<file path="src/hw/rtl/dq_pkg.sv">
// package for the double-ended queue: request and status codes, shared types
// and sizing constants; no dependencies

package dq_pkg;

  localparam int unsigned DEPTH_DEF = 64;
  localparam int unsigned DATA_W    = 32;
  localparam int unsigned REQ_W     = 3;
  localparam int unsigned FILL_W    = 7;
  localparam int unsigned STAT_W    = 2;

  localparam logic [REQ_W-1:0] REQ_PUSH_BACK  = 3'd0;
  localparam logic [REQ_W-1:0] REQ_PUSH_FRONT = 3'd1;
  localparam logic [REQ_W-1:0] REQ_POP_BACK   = 3'd2;
  localparam logic [REQ_W-1:0] REQ_POP_FRONT  = 3'd3;
  localparam logic [REQ_W-1:0] REQ_PEEK       = 3'd4;

  localparam logic [STAT_W-1:0] ST_DONE  = 2'd0;
  localparam logic [STAT_W-1:0] ST_FULL  = 2'd1;
  localparam logic [STAT_W-1:0] ST_EMPTY = 2'd2;

  // controller to datapath
  typedef struct packed {
    logic latch_req;
    logic exec;
    logic rd;
    logic load_out;
  } dq_cmd_t;

  // datapath to controller
  typedef struct packed {
    logic out_free;
  } dq_stat_t;

endpackage

</file>
<file path="src/hw/rtl/dq_ctrl.sv">
// controller for the double-ended queue: sequences accept, update, read and
// result load; uses dq_pkg

module dq_ctrl (
  input  logic             clk_i,
  input  logic             rst_ni,
  input  logic             in_valid_i,
  output logic             in_ready_o,
  input  dq_pkg::dq_stat_t stat_i,
  output dq_pkg::dq_cmd_t  cmd_o
);

  localparam logic [1:0] S_IDLE = 2'd0;
  localparam logic [1:0] S_EXEC = 2'd1;
  localparam logic [1:0] S_READ = 2'd2;
  localparam logic [1:0] S_FIN  = 2'd3;

  logic [1:0] state_q, state_d;

  always_comb begin
    state_d    = state_q;
    in_ready_o = 1'b0;
    cmd_o      = '0;
    case (state_q)
      S_IDLE: begin
        in_ready_o = 1'b1;
        if (in_valid_i) begin
          cmd_o.latch_req = 1'b1;
          state_d         = S_EXEC;
        end
      end
      S_EXEC: begin
        cmd_o.exec = 1'b1;
        state_d    = S_READ;
      end
      S_READ: begin
        cmd_o.rd = 1'b1;
        state_d  = S_FIN;
      end
      S_FIN: begin
        // hold until the result register can take the word
        if (stat_i.out_free) begin
          cmd_o.load_out = 1'b1;
          state_d        = S_IDLE;
        end
      end
      default: state_d = S_IDLE;
    endcase
  end

  always_ff @(posedge clk_i or negedge rst_ni) begin
    if (!rst_ni) begin
      state_q <= S_IDLE;
    end else begin
      state_q <= state_d;
    end
  end

endmodule

</file>
<file path="src/hw/rtl/dq_datapath.sv">
// datapath for the double-ended queue: ring store, head/tail/count registers
// and the result register; uses dq_pkg

module dq_datapath #(
  parameter int unsigned DEPTH = dq_pkg::DEPTH_DEF
) (
  input  logic                             clk_i,
  input  logic                             rst_ni,
  input  dq_pkg::dq_cmd_t                  cmd_i,
  output dq_pkg::dq_stat_t                 stat_o,
  input  logic        [dq_pkg::REQ_W-1:0]  req_type_i,
  input  logic signed [dq_pkg::DATA_W-1:0] value_i,
  output logic                             out_valid_o,
  input  logic                             out_ready_i,
  output logic signed [dq_pkg::DATA_W-1:0] front_value_o,
  output logic signed [dq_pkg::DATA_W-1:0] back_value_o,
  output logic        [dq_pkg::FILL_W-1:0] fill_count_o,
  output logic                             is_empty_o,
  output logic        [dq_pkg::STAT_W-1:0] status_o
);

  localparam int unsigned AW = (DEPTH > 1) ? $clog2(DEPTH) : 1;
  localparam int unsigned CW = $clog2(DEPTH + 1);
  localparam logic [AW-1:0] LAST_IDX = AW'(DEPTH - 1);
  localparam logic [CW-1:0] FULL_CNT = CW'(DEPTH);

  logic [dq_pkg::DATA_W-1:0] mem [DEPTH];

  logic [dq_pkg::REQ_W-1:0]  req_q;
  logic [dq_pkg::DATA_W-1:0] val_q;
  logic [AW-1:0]             head_q, head_d, tail_q, tail_d;
  logic [CW-1:0]             count_q, count_d;
  logic [dq_pkg::STAT_W-1:0] st_q, st_d;
  logic [dq_pkg::DATA_W-1:0] rd_f_q, rd_b_q;
  logic                      we;
  logic [AW-1:0]             waddr;
  logic [AW-1:0]             head_inc, head_dec, tail_inc, tail_dec;
  logic                      full, empty;
  logic                      out_valid_q;

  assign head_inc = (head_q == LAST_IDX) ? '0 : head_q + AW'(1);
  assign head_dec = (head_q == '0) ? LAST_IDX : head_q - AW'(1);
  assign tail_inc = (tail_q == LAST_IDX) ? '0 : tail_q + AW'(1);
  assign tail_dec = (tail_q == '0) ? LAST_IDX : tail_q - AW'(1);
  assign full     = (count_q == FULL_CNT);
  assign empty    = (count_q == '0);

  always_comb begin
    head_d  = head_q;
    tail_d  = tail_q;
    count_d = count_q;
    st_d    = dq_pkg::ST_DONE;
    we      = 1'b0;
    waddr   = tail_q;
    case (req_q)
      dq_pkg::REQ_PUSH_BACK: begin
        if (full) begin
          st_d = dq_pkg::ST_FULL;
        end else begin
          we      = 1'b1;
          waddr   = tail_q;
          tail_d  = tail_inc;
          count_d = count_q + CW'(1);
        end
      end
      dq_pkg::REQ_PUSH_FRONT: begin
        if (full) begin
          st_d = dq_pkg::ST_FULL;
        end else begin
          we      = 1'b1;
          waddr   = head_dec;
          head_d  = head_dec;
          count_d = count_q + CW'(1);
        end
      end
      dq_pkg::REQ_POP_BACK: begin
        if (empty) begin
          st_d = dq_pkg::ST_EMPTY;
        end else begin
          tail_d  = tail_dec;
          count_d = count_q - CW'(1);
        end
      end
      dq_pkg::REQ_POP_FRONT: begin
        if (empty) begin
          st_d = dq_pkg::ST_EMPTY;
        end else begin
          head_d  = head_inc;
          count_d = count_q - CW'(1);
        end
      end
      default: st_d = dq_pkg::ST_DONE; // peek and unused codes
    endcase
  end

  always_ff @(posedge clk_i) begin
    if (cmd_i.latch_req) begin
      req_q <= req_type_i;
      val_q <= value_i;
    end
  end

  // ring store: one write port, two registered read ports
  always_ff @(posedge clk_i) begin
    if (cmd_i.exec && we) begin
      mem[waddr] <= val_q;
    end
    if (cmd_i.rd) begin
      rd_f_q <= mem[head_q];
      rd_b_q <= mem[tail_dec];
    end
  end

  always_ff @(posedge clk_i or negedge rst_ni) begin
    if (!rst_ni) begin
      head_q  <= '0;
      tail_q  <= '0;
      count_q <= '0;
      st_q    <= dq_pkg::ST_DONE;
    end else if (cmd_i.exec) begin
      head_q  <= head_d;
      tail_q  <= tail_d;
      count_q <= count_d;
      st_q    <= st_d;
    end
  end

  always_ff @(posedge clk_i or negedge rst_ni) begin
    if (!rst_ni) begin
      out_valid_q <= 1'b0;
    end else if (cmd_i.load_out) begin
      out_valid_q <= 1'b1;
    end else if (out_ready_i) begin
      out_valid_q <= 1'b0;
    end
  end

  always_ff @(posedge clk_i) begin
    if (cmd_i.load_out) begin
      front_value_o <= empty ? '0 : $signed(rd_f_q);
      back_value_o  <= empty ? '0 : $signed(rd_b_q);
      fill_count_o  <= dq_pkg::FILL_W'(count_q);
      is_empty_o    <= empty;
      status_o      <= st_q;
    end
  end

  assign out_valid_o     = out_valid_q;
  assign stat_o.out_free = !out_valid_q || out_ready_i;

endmodule

</file>
<file path="src/hw/rtl/double_ended_queue.sv">
// double-ended queue top level: one request word in, one result word out
// requests are taken one at a time: the next only once the previous result is loaded into the result register
// a new request is taken while the previous result still waits on the output
// reset (rst_ni low, asynchronous) empties the queue; the store itself is not cleared
// depends on dq_pkg, dq_ctrl, dq_datapath

module double_ended_queue #(
  parameter int unsigned DEPTH = dq_pkg::DEPTH_DEF
) (
  input  logic                             clk_i,
  input  logic                             rst_ni,
  input  logic                             in_valid_i,
  output logic                             in_ready_o,
  input  logic        [dq_pkg::REQ_W-1:0]  req_type_i,
  input  logic signed [dq_pkg::DATA_W-1:0] value_i,
  output logic                             out_valid_o,
  input  logic                             out_ready_i,
  output logic signed [dq_pkg::DATA_W-1:0] front_value_o,
  output logic signed [dq_pkg::DATA_W-1:0] back_value_o,
  output logic        [dq_pkg::FILL_W-1:0] fill_count_o,
  output logic                             is_empty_o,
  output logic        [dq_pkg::STAT_W-1:0] status_o
);

  dq_pkg::dq_cmd_t  cmd;
  dq_pkg::dq_stat_t stat;

  dq_ctrl u_ctrl (
    .clk_i      (clk_i),
    .rst_ni     (rst_ni),
    .in_valid_i (in_valid_i),
    .in_ready_o (in_ready_o),
    .stat_i     (stat),
    .cmd_o      (cmd)
  );

  dq_datapath #(
    .DEPTH (DEPTH)
  ) u_dp (
    .clk_i         (clk_i),
    .rst_ni        (rst_ni),
    .cmd_i         (cmd),
    .stat_o        (stat),
    .req_type_i    (req_type_i),
    .value_i       (value_i),
    .out_valid_o   (out_valid_o),
    .out_ready_i   (out_ready_i),
    .front_value_o (front_value_o),
    .back_value_o  (back_value_o),
    .fill_count_o  (fill_count_o),
    .is_empty_o    (is_empty_o),
    .status_o      (status_o)
  );

endmodule

</file>
<file path="config.mk">
export PLATFORM = sky130hd
export DESIGN_NAME = double_ended_queue
export DESIGN_NICKNAME = d
export VERILOG_FILES = /design/src/hw/rtl/dq_pkg.sv /design/src/hw/rtl/dq_ctrl.sv /design/src/hw/rtl/dq_datapath.sv /design/src/hw/rtl/double_ended_queue.sv
export SDC_FILE = /design/constraint.sdc
export NUM_CORES = 2
export LEC_CHECK = 0
export BUFFER_PORTS_ARGS = -buffer_cell sky130_fd_sc_hd__buf_2
export CAP_MARGIN = 20
export CORE_MARGIN = 1.5
export CORE_UTILIZATION = 45
export CTS_BUF_LIST = sky130_fd_sc_hd__clkbuf_2
export DETAILED_ROUTE_END_ITERATION = 8
export PLACE_DENSITY = 0.57
export SYNTH_ARGS = -nofsm -noshare
export SYNTH_HDL_FRONTEND = slang
export SYNTH_SLANG_ARGS = --single-unit
</file>
<file path="constraint.sdc">
create_clock -name clk_i -period 13 [get_ports clk_i]
set_input_delay 1.3 -clock clk_i [delete_from_list [all_inputs] [get_ports clk_i]]
set_output_delay 1.3 -clock clk_i [all_outputs]
set_load 0.02 [all_outputs]
</file>
==> out/metrics.cfg <==
[sta]
post-route-period-util = 0.487
layout_setup_ws_ns = 6.66
skew_ns = 0.184
fin_crit_ns = 6.34
tightest_slew_ns = 1.37
final_max_slew_viol_count = 0
rsz0062_at_grt = no
relSlewSlack = 0.0766
setup_viol = 0
timing.hold.ws_ns = 0.313
hold_viol_final = 0
max_freq_ghz = 0.158
finalSetupTns_ns = 0

[global_route]
grt_antenna_before_repair = 40
grt_max_degree = 147
grt_overflow = 0
grt_pass1_wl_mm = 545
grt_pass1_vias = 67091
grt.total_usage = 0.344

[min_path]
hold_depth = 6
min_path_type = input pin to register
hold_start = in_valid_i

[floorplan]
io_pins = 115
rows = 175
dieArea_mm2 = 0.231
die_w_um = 481
start_util = 0.452
core_area_mm2 = 0.227
fp.dieH_um = 481

[setup_path]
cp.required_ns = 14.68
end_kind = register
startpoint_type = register
cp_slowest_cell = a21o_4
cp-startpoint = u_dp.tail_q[0]
crit_buf_inv = 4
crit_chain = inv_1, ha_1, nor2_1, a21o_4, buf_12, buf_4, buf_4, nand2_1, nand3_1, a21oi_1, a2111oi_0, a22o_1
reg2reg_depth = 12
crit_arrival_ns = 8.02
max_stage_delay_ns = 0.85
cp_max_fo = 125
path_delay_family = buffers and inverters
cp.depth = 12
r2r-start = u_dp.tail_q[0]
crit_top_cell = buf_4
path_class = register to register

[final_layout]
final_nets = 6925
layout-drive-gt1-share = 0.286
area_growth_pct = 10.3
fin_util = 0.499
final_area_mm2 = 0.113
fillers = 19211
layoutNonFillerInstCount = 10324

[detailed_routing]
postRouteWirelength_mm = 403
wl_per_cell_um = 39.0
dr_total_vias = 70389
first_pass_iters = 8
via_per_inst = 6.82
drc_errors = 0
drt_iter0_drc = 12710
ant_nets = 0

[outcome]
status = finished, final reports clean

[placed_design]
place_inst = 9203
detailedPlacementHpwl_mm = 227
placed_area_mm2 = 0.107
port_buffers = 114
gp_congestion = 0.896
preCtsSetupSlack_ns = 6.89

[logic_synthesis]
syn-num-nets = 6422
syn-cell-area_mm2 = 0.103
ys_types = 66
synth.largest_area_cell = edfxtp_1
yosysTopAreaCellShare = 0.649
syn_avg_cell_area_um2 = 16.1
synthCells = 6367
yosys_warnings = 0
ys_ff_latch = 2245
synth_edf_count = 2221
synthArstFlopShare = 0.0107
synthFlopType = edfxtp_1
ys_top_cells_by_area = edfxtp_1 65%, mux4_2 17%, nand2_1 3.8%
ys_seq_area_frac = 0.655

[power]
p_leak_nw = 37.5
power_mw = 27.7
peakVddDrop_uv = 247
power.density_mw_per_mm2 = 244

[clock_network]
cts_max_path_buffers = 4
h-tree-depth = 6
worstSkewPairLatency_ns = 1.97
cts.sinks = 2245
clockRootBuffer = clkbuf_2
clkTransAtPathRegs_ns = 0.12
ctsResizeCount = 0
numCtsBuffers = 596
cts_tree = done
cts_setup_buffers = 0
cts-hold-fix-buffers = 76

[job]
drv_cap = 0

-- Yosys cell counts (6+ instances only) --
master     number
a32oi_1        73
o221ai_1       34
buf_1          64
nand3_1       227
o22ai_1       106
mux2i_1       319
a211oi_1       34
mux2_2         15
xnor2_1        11
a2111oi_0      29
nand2_1      1041
a31oi_1        23
clkbuf_1      247
a21oi_1       356
a21o_1         12
a221oi_1       15
o211ai_1       19
o21ai_0        67
dfrtp_1        24
nand4_1         6
a32o_1          7
edfxtp_1     2221
buf_2         152
a22o_1         29
and3_1         12
a31o_2          6
ha_1           15
nor3_1         38
nor2_1        118
a22oi_1        38
o41ai_1         6
nor2b_1        67
nor4_1         65
buf_4          16
mux4_2        758
inv_1          28
-- worst paths after layout --
path / to / slack (ns)
hold reg to reg: u_dp.status_o[1] / 0.46
setup / recovery: u_dp.rd_b_q[0] / 6.66
max in group asynchronous: u_dp.head_q[1] / 12.35
min in group asynchronous: u_dp.st_q[0] / 0.35
hold / removal: u_ctrl.state_q[1] / 0.31
setup reg to reg: u_dp.rd_b_q[0] / 6.66
-- logic make-up after synthesis --
| family | count (synthesis) | synth area share |
|---|---|---|
| AO/OA/AOI/OAI | 891 | 0.0563 |
| XOR/XNOR | 14 | 0.00119 |
| adder cells (fa/ha/maj) | 16 | 0.00202 |
| buffers and inverters | 515 | 0.0216 |
| flip-flops | 2245 | 0.655 |
| multiplexers | 1092 | 0.199 |
| AND/OR/NAND/NOR | 1594 | 0.0657 |
-- report_power, final --
group / leakage (nW) / internal (mW) / switching [mW] / total, mW
combinational: 13.2 / 4.75 / 8.82 / 13.6
clock: 3.95 / 1.93 / 3.05 / 4.98
sequential: 20.3 / 8.67 / 0.492 / 9.16
-- tightest hold or removal path: cells and delay by family --
family	cells	cell delay, ns
buffers and inverters	3	0.72
AO/OA/AOI/OAI	2	0.16
AND/OR/NAND/NOR	1	0.06
-- sequential cells by signal, summed over array words and instances, names as in the netlist, 2 cells and up --
name                flops
u_ctrl.state_q          2
u_dp.fill_count_o       7
u_dp.val_q             32
u_dp.mem             2048
u_dp.status_o           2
u_dp.front_value_o     32
u_dp.head_q             6
u_dp.req_q              3
u_dp.rd_f_q            32
u_dp.st_q               2
u_dp.rd_b_q            32
u_dp.count_q            7
u_dp.tail_q             6
u_dp.back_value_o      32
-- cells in the final DEF (no fill, tap or decap), types with 18 or more instances in the layout --
cell type / instances
o221ai_1: 34
mux2i_1: 319
o21ai_0: 64
a32oi_1: 73
o22ai_1: 105
a2111oi_0: 29
nor3_1: 37
inv_1: 27
nand2_1: 1031
o211ai_1: 19
diode_2: 35
buf_2: 114
nor2_4: 67
a22oi_1: 38
a21oi_1: 355
a211oi_1: 33
nor4_1: 65
nor2_1: 45
a31oi_1: 23
nand3_1: 227
mux4_2: 758
dlygate4sd3_1: 75
a22o_1: 29
nor2b_1: 67
dfrtp_1: 18
buf_4: 186
clkbuf_2: 831
clkinv_1: 127
edfxtp_1: 2221
clkinv_2: 23
-- final cells by class --
type	instances	area, um2	share of cell area
antenna	35	87.6	0.000772
clock buffer	831	4160	0.0367
clock inverter	177	997	0.00879
inverter	31	129	0.00114
multi-input combinational	3607	34000	0.299
sequential	2245	67300	0.594
tap	3009	3760	0.0332
timing repair buffer	389	3000	0.0264
-- metal layers --
metal  GRT usage  up-vias  wire length, um
met5           0        -              377
met2       0.506     6024           179000
met3       0.109     1042            57000
met1       0.460    36148           145000
met4       0.177       24            21800
li1            -    27151                -
No activity file was read; power rests on OpenSTA's default activity.
